### config.mk
export PLATFORM = sky130hd
export DESIGN_NAME = afs_ctrl
export DESIGN_NICKNAME = d
export VERILOG_FILES = /design/src/hw/rtl/afs_pkg.sv /design/src/hw/rtl/afs_ctrl.sv
export SDC_FILE = /design/constraint.sdc
export NUM_CORES = 1
export LEC_CHECK = 0
export ABC_AREA = 1
export BUFFER_PORTS_ARGS = -buffer_cell sky130_fd_sc_hd__buf_4
export CORE_MARGIN = 4
export CORE_UTILIZATION = 42
export CTS_CLUSTER_DIAMETER = 120
export CTS_CLUSTER_SIZE = 28
export DETAILED_ROUTE_END_ITERATION = 6
export PLACE_DENSITY = 0.78
export SYNTH_ARGS = -nofsm -noshare
export SYNTH_HDL_FRONTEND = slang
export SYNTH_SLANG_ARGS = --single-unit
### constraint.sdc
create_clock -name clk -period 1.1 [get_ports clk]
set_input_delay 0.22 -clock clk [delete_from_list [all_inputs] [get_ports clk]]
set_output_delay 0.22 -clock clk [all_outputs]
set_load 0.01 [all_outputs]
### src/hw/rtl/afs_pkg.sv
// shared types and constants for the animation frame sequencer
`default_nettype none
package afs_pkg;

  localparam int CMD_W   = 2;
  localparam int INST_W  = 6;
  localparam int AID_W   = 2;
  localparam int FRM_W   = 16;
  localparam int ABS_W   = 18;
  localparam int LERP_W  = 17;
  localparam int CFG_IDX_W = 3;
  localparam int CFG_DAT_W = 16;
  localparam int MASK_W  = 4;

  typedef enum logic [CMD_W-1:0] {
    CMD_TICK  = 2'd0,
    CMD_BLEND = 2'd1,
    CMD_SET   = 2'd2,
    CMD_QUERY = 2'd3
  } cmd_t;

  localparam logic [CFG_IDX_W-1:0] REG_LEN0 = 3'd0;
  localparam logic [CFG_IDX_W-1:0] REG_LEN1 = 3'd1;
  localparam logic [CFG_IDX_W-1:0] REG_LEN2 = 3'd2;
  localparam logic [CFG_IDX_W-1:0] REG_LEN3 = 3'd3;
  localparam logic [CFG_IDX_W-1:0] REG_MASK = 3'd4;

  // commands from the controller to the datapath
  typedef struct packed {
    logic load;      // latch request and read the instance record
    logic upd;       // compute next record from the read data
    logic div_start; // start the shared divider
    logic div_sel;   // 0 sync divide, 1 lerp divide
    logic sync_take; // latch the sync quotient for the current frame
    logic wr;        // write the record back
    logic emit;      // build the result register
  } afs_cmd_t;

  typedef struct packed {
    logic div_busy;
    logic need_sync;
    logic need_lerp;
  } afs_stat_t;

endpackage
`default_nettype wire

### src/hw/rtl/afs_ctrl.sv
// sequencing state machine
`default_nettype none
module afs_ctrl (
  input  wire logic               clk,
  input  wire logic               rst_n,
  input  wire logic               in_fire,
  output logic                    in_ready,
  input  wire logic               out_busy,
  input  wire afs_pkg::afs_stat_t stat,
  output afs_pkg::afs_cmd_t       cmd
);
  import afs_pkg::*;

  typedef enum logic [6:0] {
    S_IDLE  = 7'b0000001,
    S_READ  = 7'b0000010,
    S_UPD   = 7'b0000100,
    S_SYNC  = 7'b0001000,
    S_LERP  = 7'b0010000,
    S_EMIT  = 7'b0100000,
    S_WAIT  = 7'b1000000
  } state_t;

  state_t state_r, state_nxt;

  always_comb begin
    state_nxt = state_r;
    cmd       = '0;
    unique case (state_r)
      S_IDLE: begin
        if (in_fire) begin
          cmd.load  = 1'b1;
          state_nxt = S_READ;
        end
      end
      S_READ: begin
        // record read data now registered
        if (stat.need_sync) begin
          cmd.div_start = 1'b1;
          state_nxt     = S_SYNC;
        end else begin
          state_nxt = S_UPD;
        end
      end
      S_SYNC: begin
        if (!stat.div_busy) begin
          cmd.sync_take = 1'b1;
          state_nxt     = S_UPD;
        end
      end
      S_UPD: begin
        cmd.upd = 1'b1;
        cmd.wr  = 1'b1;
        state_nxt = S_LERP;
      end
      S_LERP: begin
        if (stat.need_lerp) begin
          cmd.div_start = 1'b1;
          cmd.div_sel   = 1'b1;
        end
        state_nxt = S_WAIT;
      end
      S_WAIT: begin
        if (!stat.div_busy && !out_busy) begin
          state_nxt = S_EMIT;
        end
      end
      S_EMIT: begin
        cmd.emit  = 1'b1;
        state_nxt = S_IDLE;
      end
      default: state_nxt = S_IDLE;
    endcase
  end

  always_ff @(posedge clk) begin
    if (!rst_n) begin
      state_r <= S_IDLE;
    end else begin
      state_r <= state_nxt;
    end
  end

  assign in_ready = (state_r == S_IDLE);
endmodule
`default_nettype wire

==> results of run 1 <==
==> final timing paths <==
kind | end | slack (ns) | depth (start not counted)
max | cmd[6] | -0.42 | 6
min | state_r[0] | 0.17 | 2
max reg2reg | state_r[0] | -0.20 | 8
min reg2reg | state_r[3] | 0.67 | 3
==> critical path: cells and delay by family (launching register included) <==
| kind | cells | cell delay (ns) |
|---|---|---|
| simple gates | 4 | 0.51 |
| flops | 1 | 0.33 |
| buf+inv | 2 | 0.18 |
==> cell usage after synthesis <==
master	count	area share
inv_2	5	0.034
nand3_2	3	0.055
inv_1	9	0.062
nor3_2	1	0.018
nor4_1	1	0.011
nand2_1	7	0.048
dfxtp_1	7	0.26
nand4_2	1	0.023
nand3_1	7	0.064
buf_4	1	0.014
nand2_4	3	0.062
o21ai_1	1	0.0092
or2_1	1	0.011
nor2_8	1	0.037
nor2_2	4	0.046
nand3_4	2	0.064
nor2_4	3	0.062
a21oi_1	2	0.018
nor2_1	15	0.10
==> power by group <==
part	switching, mW	internal (mW)	total (mW)
clock network	0.117	0.140	0.257
registers	0.0827	0.328	0.410
logic	0.733	0.660	1.39
total	0.933	1.13	2.06
==> final cells by class <==
type	count	area, µm²
inverters	14	52.55
clock buffers	4	26.28
repair buffers	35	285.3
flip-flops and latches	7	151.4
well taps	14	17.52
multi-input cells	52	439.2
fillers	59	198.9
==> metal layers <==
layer / vias up / GRT usage
li1: 307 / -
met1: 319 / 0.1971
met2: 28 / 0.3401
met3: 10 / 0.08130
met4: 0 / 0.1747
met5: - / 0
==> stage by stage <==
step / hold slack [ns] / setup TNS [ns] / total power [mW]
final: 0.1656 / -4.064 / 2.060
after global routing: 0.1521 / -5.095 / 2.216
after CTS: 0.1749 / -3.445 / 1.794
after detailed placement: 0.4577 / -0.8989 / 1.421
after global placement: 0.4415 / -0.7097 / 1.398
after floorplan: 0.3042 / -0.08289 / 1.050
==> what timing repair did <==
| action | 4_1_cts | 5_1_grt |
|---|---|---|
| endpoints found under the setup margin | 13 | 15 |
| resized for setup | 17 | 14 |
| pin swaps | 4 | 11 |
| buffers inserted | 5 | 6 |
==> placed cells by master (no fill, tap or decap) <==
master     n
buf_4     29
nor2_4     9
nor2_1     8
inv_2      7
inv_1      7
nand3_2    7
nand2_1    6
buf_6      6
nor2_2     5
nand3_4    3
nand2_4    3
clkbuf_4   3
dfxtp_2    3
a21oi_2    2
nand3_1    2
dfxtp_4    2
dfxtp_1    2
nand2_2    1
o21ai_2    1
nor4_1     1
nor2_8     1
or2_1      1
nand4_2    1
nor3_2     1
clkbuf_1   1
==> logic make-up (layout without fill, tap and decap cells) <==
| logic type | Yosys count | count (layout) | synth area share |
|---|---|---|---|
| buffers and inverters | 15 | 53 | 0.1101 |
| and+or+nand+nor | 49 | 49 | 0.6055 |
| AOI/OAI and AO/OA | 3 | 3 | 0.02751 |
| DFF | 7 | 7 | 0.2569 |
==> results.py, run 1 <==
metrics = {
    "drt": {
        "final_antenna_net_count": 0,
        "routed-wl-met3_um": 99,
        "route.detailed.drc": 0,
        "drt_iter0_markers": 4,
        "highest_layer": "met4",
        "m1WireLength_um": 733,
        "wl_met2_um": 982,
        "num_vias": 664,
        "routed_via_density": 5.270,
        "drt-total-wl_um": 1937,
        "drtPass1Iterations": 4,
        "wire_per_inst_um": 15.37,
    },
    "global_route": {
        "gr-usage-all-layers": 0.2055,
        "grt_pass1_wl_um": 2856,
        "antenna_found_initial": 0,
        "grt_start_max_net_pins": 5,
        "grt.overflow.total": 0,
        "grt_pass1_vias": 695,
    },
    "die": {
        "die_x_um": 44.04,
        "num_rows": 12,
        "io_pins": 15,
        "floorplan.core_area_mm2": 0.001171,
        "initial_core_util": 0.4658,
        "die_h_um": 44.04,
        "die_area_mm2": 0.001940,
    },
    "sta": {
        "fmax_mhz": 656.3,
        "setup_viol": 15,
        "skew_ns": 0.004454,
        "finalHoldViolCount": 0,
        "slew_headroom": 0.8128,
        "rsz0062_at_grt": "yes",
        "period_minus_slack_ns": 1.524,
        "layout_setup_ws_ns": -0.4237,
        "slew_viol_final": 0,
        "period_share": 1.385,
        "tightest_slew_ns": 0.2782,
    },
    "setup_path": {
        "cp_slowest_stage_delay_ns": 0.33,
        "crit_arrival_ns": 1.30,
        "worstPathMaxFanout": 3,
        "critPathMostFrequentCell": "nor2_4",
        "worst-setup-path-type": "flip-flop to output pin",
        "cp_cell_sequence": "nor2_4 -> nand3_2 -> nor2_4 -> inv_2 -> nor2_2 -> buf_4",
        "worstSetupEndpointType": "output pin",
        "crit_path_top_delay_cell": "dfxtp_2",
        "crit_required_ns": 0.88,
        "rr_startpoint": "state_r[0]",
        "startpoint": "state_r[2]",
        "critPathLaunchType": "flip-flop",
    },
    "clock_tree": {
        "cts.sinks": 7,
        "cts_tree": "done",
        "numCtsBuffers": 3,
        "clkSlewWorstSetupHoldPaths_ns": 0.06,
        "cts_hold_buf": 0,
        "clk_path_buf_depth": 2,
        "htree_num_levels": 1,
        "insertion_delay_ns": 0.27,
        "root_buffer": "clkbuf_4",
    },
    "synth": {
        "avgSynthCellArea_um2": 7.372,
        "ys_warn_count": 0,
        "synth-seq-cells": 7,
        "netlist_instances": 74,
        "syn-cell-area_um2": 545.5,
        "ys_types": 19,
        "ys_seq_area_frac": 0.2569,
        "synth_fp_nets": 81,
    },
    "layout": {
        "stdcell_count": 126,
        "fin_area_um2": 972.2,
        "largest_reg_flops": 7,
        "top_register": "state_r",
        "top_regs": "state_r (7)",
        "n_antenna_cell": 0,
        "syn2layout_area_growth_pct": 78.21,
        "drive_gt1_frac": 0.7500,
        "fin_nets": 120,
        "final_util": 0.8301,
    },
    "hold_path": {
        "worstHoldStart": "rst_n",
        "min_path_type": "input pin to flip-flop",
    },
    "placed_design": {
        "port-buffer-count": 14,
        "placed_cells": 112,
        "placed_area_um2": 767.0,
        "place_ws_ns": -0.1716,
        "routabilityCongestion": 0.7451,
        "post-dp-hpwl_um": 1061,
    },
    "power": {
        "p_leak_nw": 0.4705,
        "power_density_mw_per_mm2": 2119,
        "irDropWorstVdd_mv": 1.171,
    },
    "status": {
        "status": "finished, violations left",
        "failed_checks": "negative setup slack",
    },
    "flow_run": {
        "drv_cap": 0,
    },
}
(Power assumes the default switching activity.)
==> inputs of run 2 (changes only) <==
- ABC_AREA: 1 -> not set
- CORE_AREA: not set -> 4 4 41 43
- CORE_MARGIN: 4 -> not set
- CORE_UTILIZATION: 42 -> not set
- CTS_CLUSTER_DIAMETER: 120 -> 50
- DIE_AREA: not set -> 0 0 45 47
- PLACE_DENSITY: 0.78 -> 0.75
==> results.py, run 2 <==
metrics = {
    "status": {
        "status": "finished, violations left",
        "failed_checks": "negative setup slack",
    },
    "die": {
        "floorplan.core_area_mm2": 0.001301,
        "initial_core_util": 0.3981,
        "io_pins": 15,
        "die_h_um": 47,
        "die_area_mm2": 0.002115,
        "num_rows": 13,
        "die_x_um": 45,
    },
    "power": {
        "power_density_mw_per_mm2": 740.7,
        "irDropWorstVdd_mv": 0.7315,
        "power_mw": 0.7757,
        "p_leak_nw": 0.4698,
    },
    "drt": {
        "drt-total-wl_um": 2080,
        "final_antenna_net_count": 0,
        "wire_per_inst_um": 17.19,
        "routed_via_density": 5.554,
        "drt_iter0_markers": 13,
        "drtPass1Iterations": 4,
        "num_vias": 672,
        "route.detailed.drc": 0,
    },
    "setup_path": {
        "rr_startpoint": "state_r[3]",
        "crit_required_ns": 0.88,
        "worst-setup-path-type": "flip-flop to output pin",
        "worstPathMaxFanout": 3,
        "crit_path_top_delay_cell": "dfxtp_4",
        "cp_slowest_stage_delay_ns": 0.36,
        "cp_cell_sequence": "nor3_4 -> and2_4 -> and3_4 -> nand2b_4 -> buf_6",
        "critPathLaunchType": "flip-flop",
        "worstSetupEndpointType": "output pin",
        "startpoint": "state_r[3]",
        "crit_arrival_ns": 1.44,
    },
    "synth": {
        "synthTopCellsByArea": "dfxtp_1 27%, nor2_1 6.5%, buf_6 4.3%, nor3_1 3.9%, o211a_1 3.9%",
        "yosys_most_used_dff": "dfxtp_1",
        "synth_commonest_cells": "9 x nor2_1, 7 x dfxtp_1, 4 x nor3_1, 4 x o21ai_0, 3 x nand2_1",
        "avgSynthCellArea_um2": 8.222,
        "synth_fp_nets": 70,
        "synth_top_area_frac": 0.2705,
        "synth_edf_count": 0,
        "ys_seq_area_frac": 0.2705,
        "synth-seq-cells": 7,
        "yosysTopAreaCell": "dfxtp_1",
        "ys_types": 31,
        "ys_warn_count": 0,
        "netlist_instances": 63,
        "synth_most_common_cell": "nor2_1",
        "async_reset_ff_frac": 0,
        "syn-cell-area_um2": 518.0,
    },
    "clock_tree": {
        "htree_num_levels": 1,
        "root_buffer": "clkbuf_4",
        "cts_hold_buf": 0,
        "numCtsBuffers": 3,
        "cts_tree": "done",
        "insertion_delay_ns": 0.26,
        "clkSlewWorstSetupHoldPaths_ns": 0.06,
        "clk_path_buf_depth": 2,
        "cts.sinks": 7,
    },
    "global_route": {
        "grt.overflow.total": 0,
        "grt_pass1_vias": 688,
        "antenna_found_initial": 0,
        "grt_start_max_net_pins": 7,
        "gr-usage-all-layers": 0.2100,
        "grt_pass1_wl_um": 3125,
    },
    "sta": {
        "period_share": 1.511,
        "slew_headroom": 0.8476,
        "period_minus_slack_ns": 1.662,
        "fmax_mhz": 601.5,
        "finalHoldViolCount": 0,
        "tightest_slew_ns": 0.2223,
        "setup_viol": 15,
        "rsz0062_at_grt": "yes",
        "skew_ns": 0.008055,
        "slew_viol_final": 0,
        "layout_setup_ws_ns": -0.5624,
    },
    "layout": {
        "layout_common_cells": "29 x buf_4, 14 x buf_6, 7 x nor2_1",
        "layout.cells.most_common": "buf_4",
        "final_util": 0.8048,
        "top_regs": "state_r (7)",
        "syn2layout_area_growth_pct": 102.2,
        "fin_area_mm2": 0.001047,
        "nFillCells": 79,
        "top_register": "state_r",
        "fin_nets": 114,
        "largest_reg_flops": 7,
        "n_antenna_cell": 0,
        "drive_gt1_frac": 0.7264,
    },
    "placed_design": {
        "place_ws_ns": -0.3364,
        "placed_area_um2": 755.7,
        "post-dp-hpwl_um": 1218,
        "port-buffer-count": 14,
        "routabilityCongestion": 0.9218,
    },
    "flow_run": {
        "drv_cap": 0,
    },
    "hold_path": {
        "worstHoldStart": "in_fire",
        "min_path_type": "input pin to flip-flop",
    },
}
==> run 2: final timing paths <==
kind | to | slack, ns | cells past startpoint
min reg2reg | state_r[6] | 0.64 | 3
max reg2reg | state_r[0] | -0.36 | 6
min | state_r[1] | 0.20 | 2
max | cmd[4] | -0.56 | 5
==> run 2: repair_timing <==
action,CTS,global route
resized for setup,28,22
buffers inserted,9,6
pin swaps,11,10
hold endpoints to repair,0,0
endpoints found under the setup margin,13,15
==> run 2: layer usage <==
| metal | GRT usage | wire, µm |
|---|---|---|
| met5 | 0 | 0 |
| met4 | 0.1053 | 79 |
| met3 | 0.05747 | 85 |
| met2 | 0.3870 | 1089 |
| met1 | 0.2179 | 825 |
==> run 2: logic make-up after synthesis <==
kind of cell,after synthesis,synth area share
AOI/OAI and AO/OA,12,0.1957
xor gates and xnor gates,2,0.03382
buffers and inverters,6,0.08212
DFF,7,0.2705
muxes,1,0.01932
and+or+nand+nor,35,0.3985
==> run 2: area by class of cell <==
| class | count | area [µm²] | share of cell area |
|---|---|---|---|
| Clock buffer | 4 | 26.28 | 0.02509 |
| Inverter | 2 | 10.01 | 0.009558 |
| Multi-Input combinational cell | 50 | 455.4 | 0.4349 |
| Sequential cell | 7 | 161.4 | 0.1541 |
| Tap cell | 15 | 18.77 | 0.01792 |
| Timing Repair Buffer | 43 | 375.4 | 0.3584 |
==> run 2: report_power, final <==
part	internal, mW	switching [mW]
clock	0.139	0.107
sequential	0.252	0.0183
combinational	0.148	0.112
==> run 2: worst max-delay path, delay by kind of cell, from the launching register on <==
family | cells | cell delay [ns]
AND/OR/NAND/NOR | 4 | 0.72
flip-flops | 1 | 0.36
buffers and inverters | 1 | 0.10
==> run 2: per-stage QoR <==
stage | setup TNS, ns | hold WS [ns] | instances
2_1_floorplan | -1.302 | 0.3659 | 63
3_3_place_gp | -2.543 | 0.4646 | 105
3_5_place_dp | -2.914 | 0.4695 | 105
4_1_cts | -4.837 | 0.1970 | 115
5_1_grt | -6.016 | 0.2070 | 121
6_report | -5.085 | 0.2016 | 121
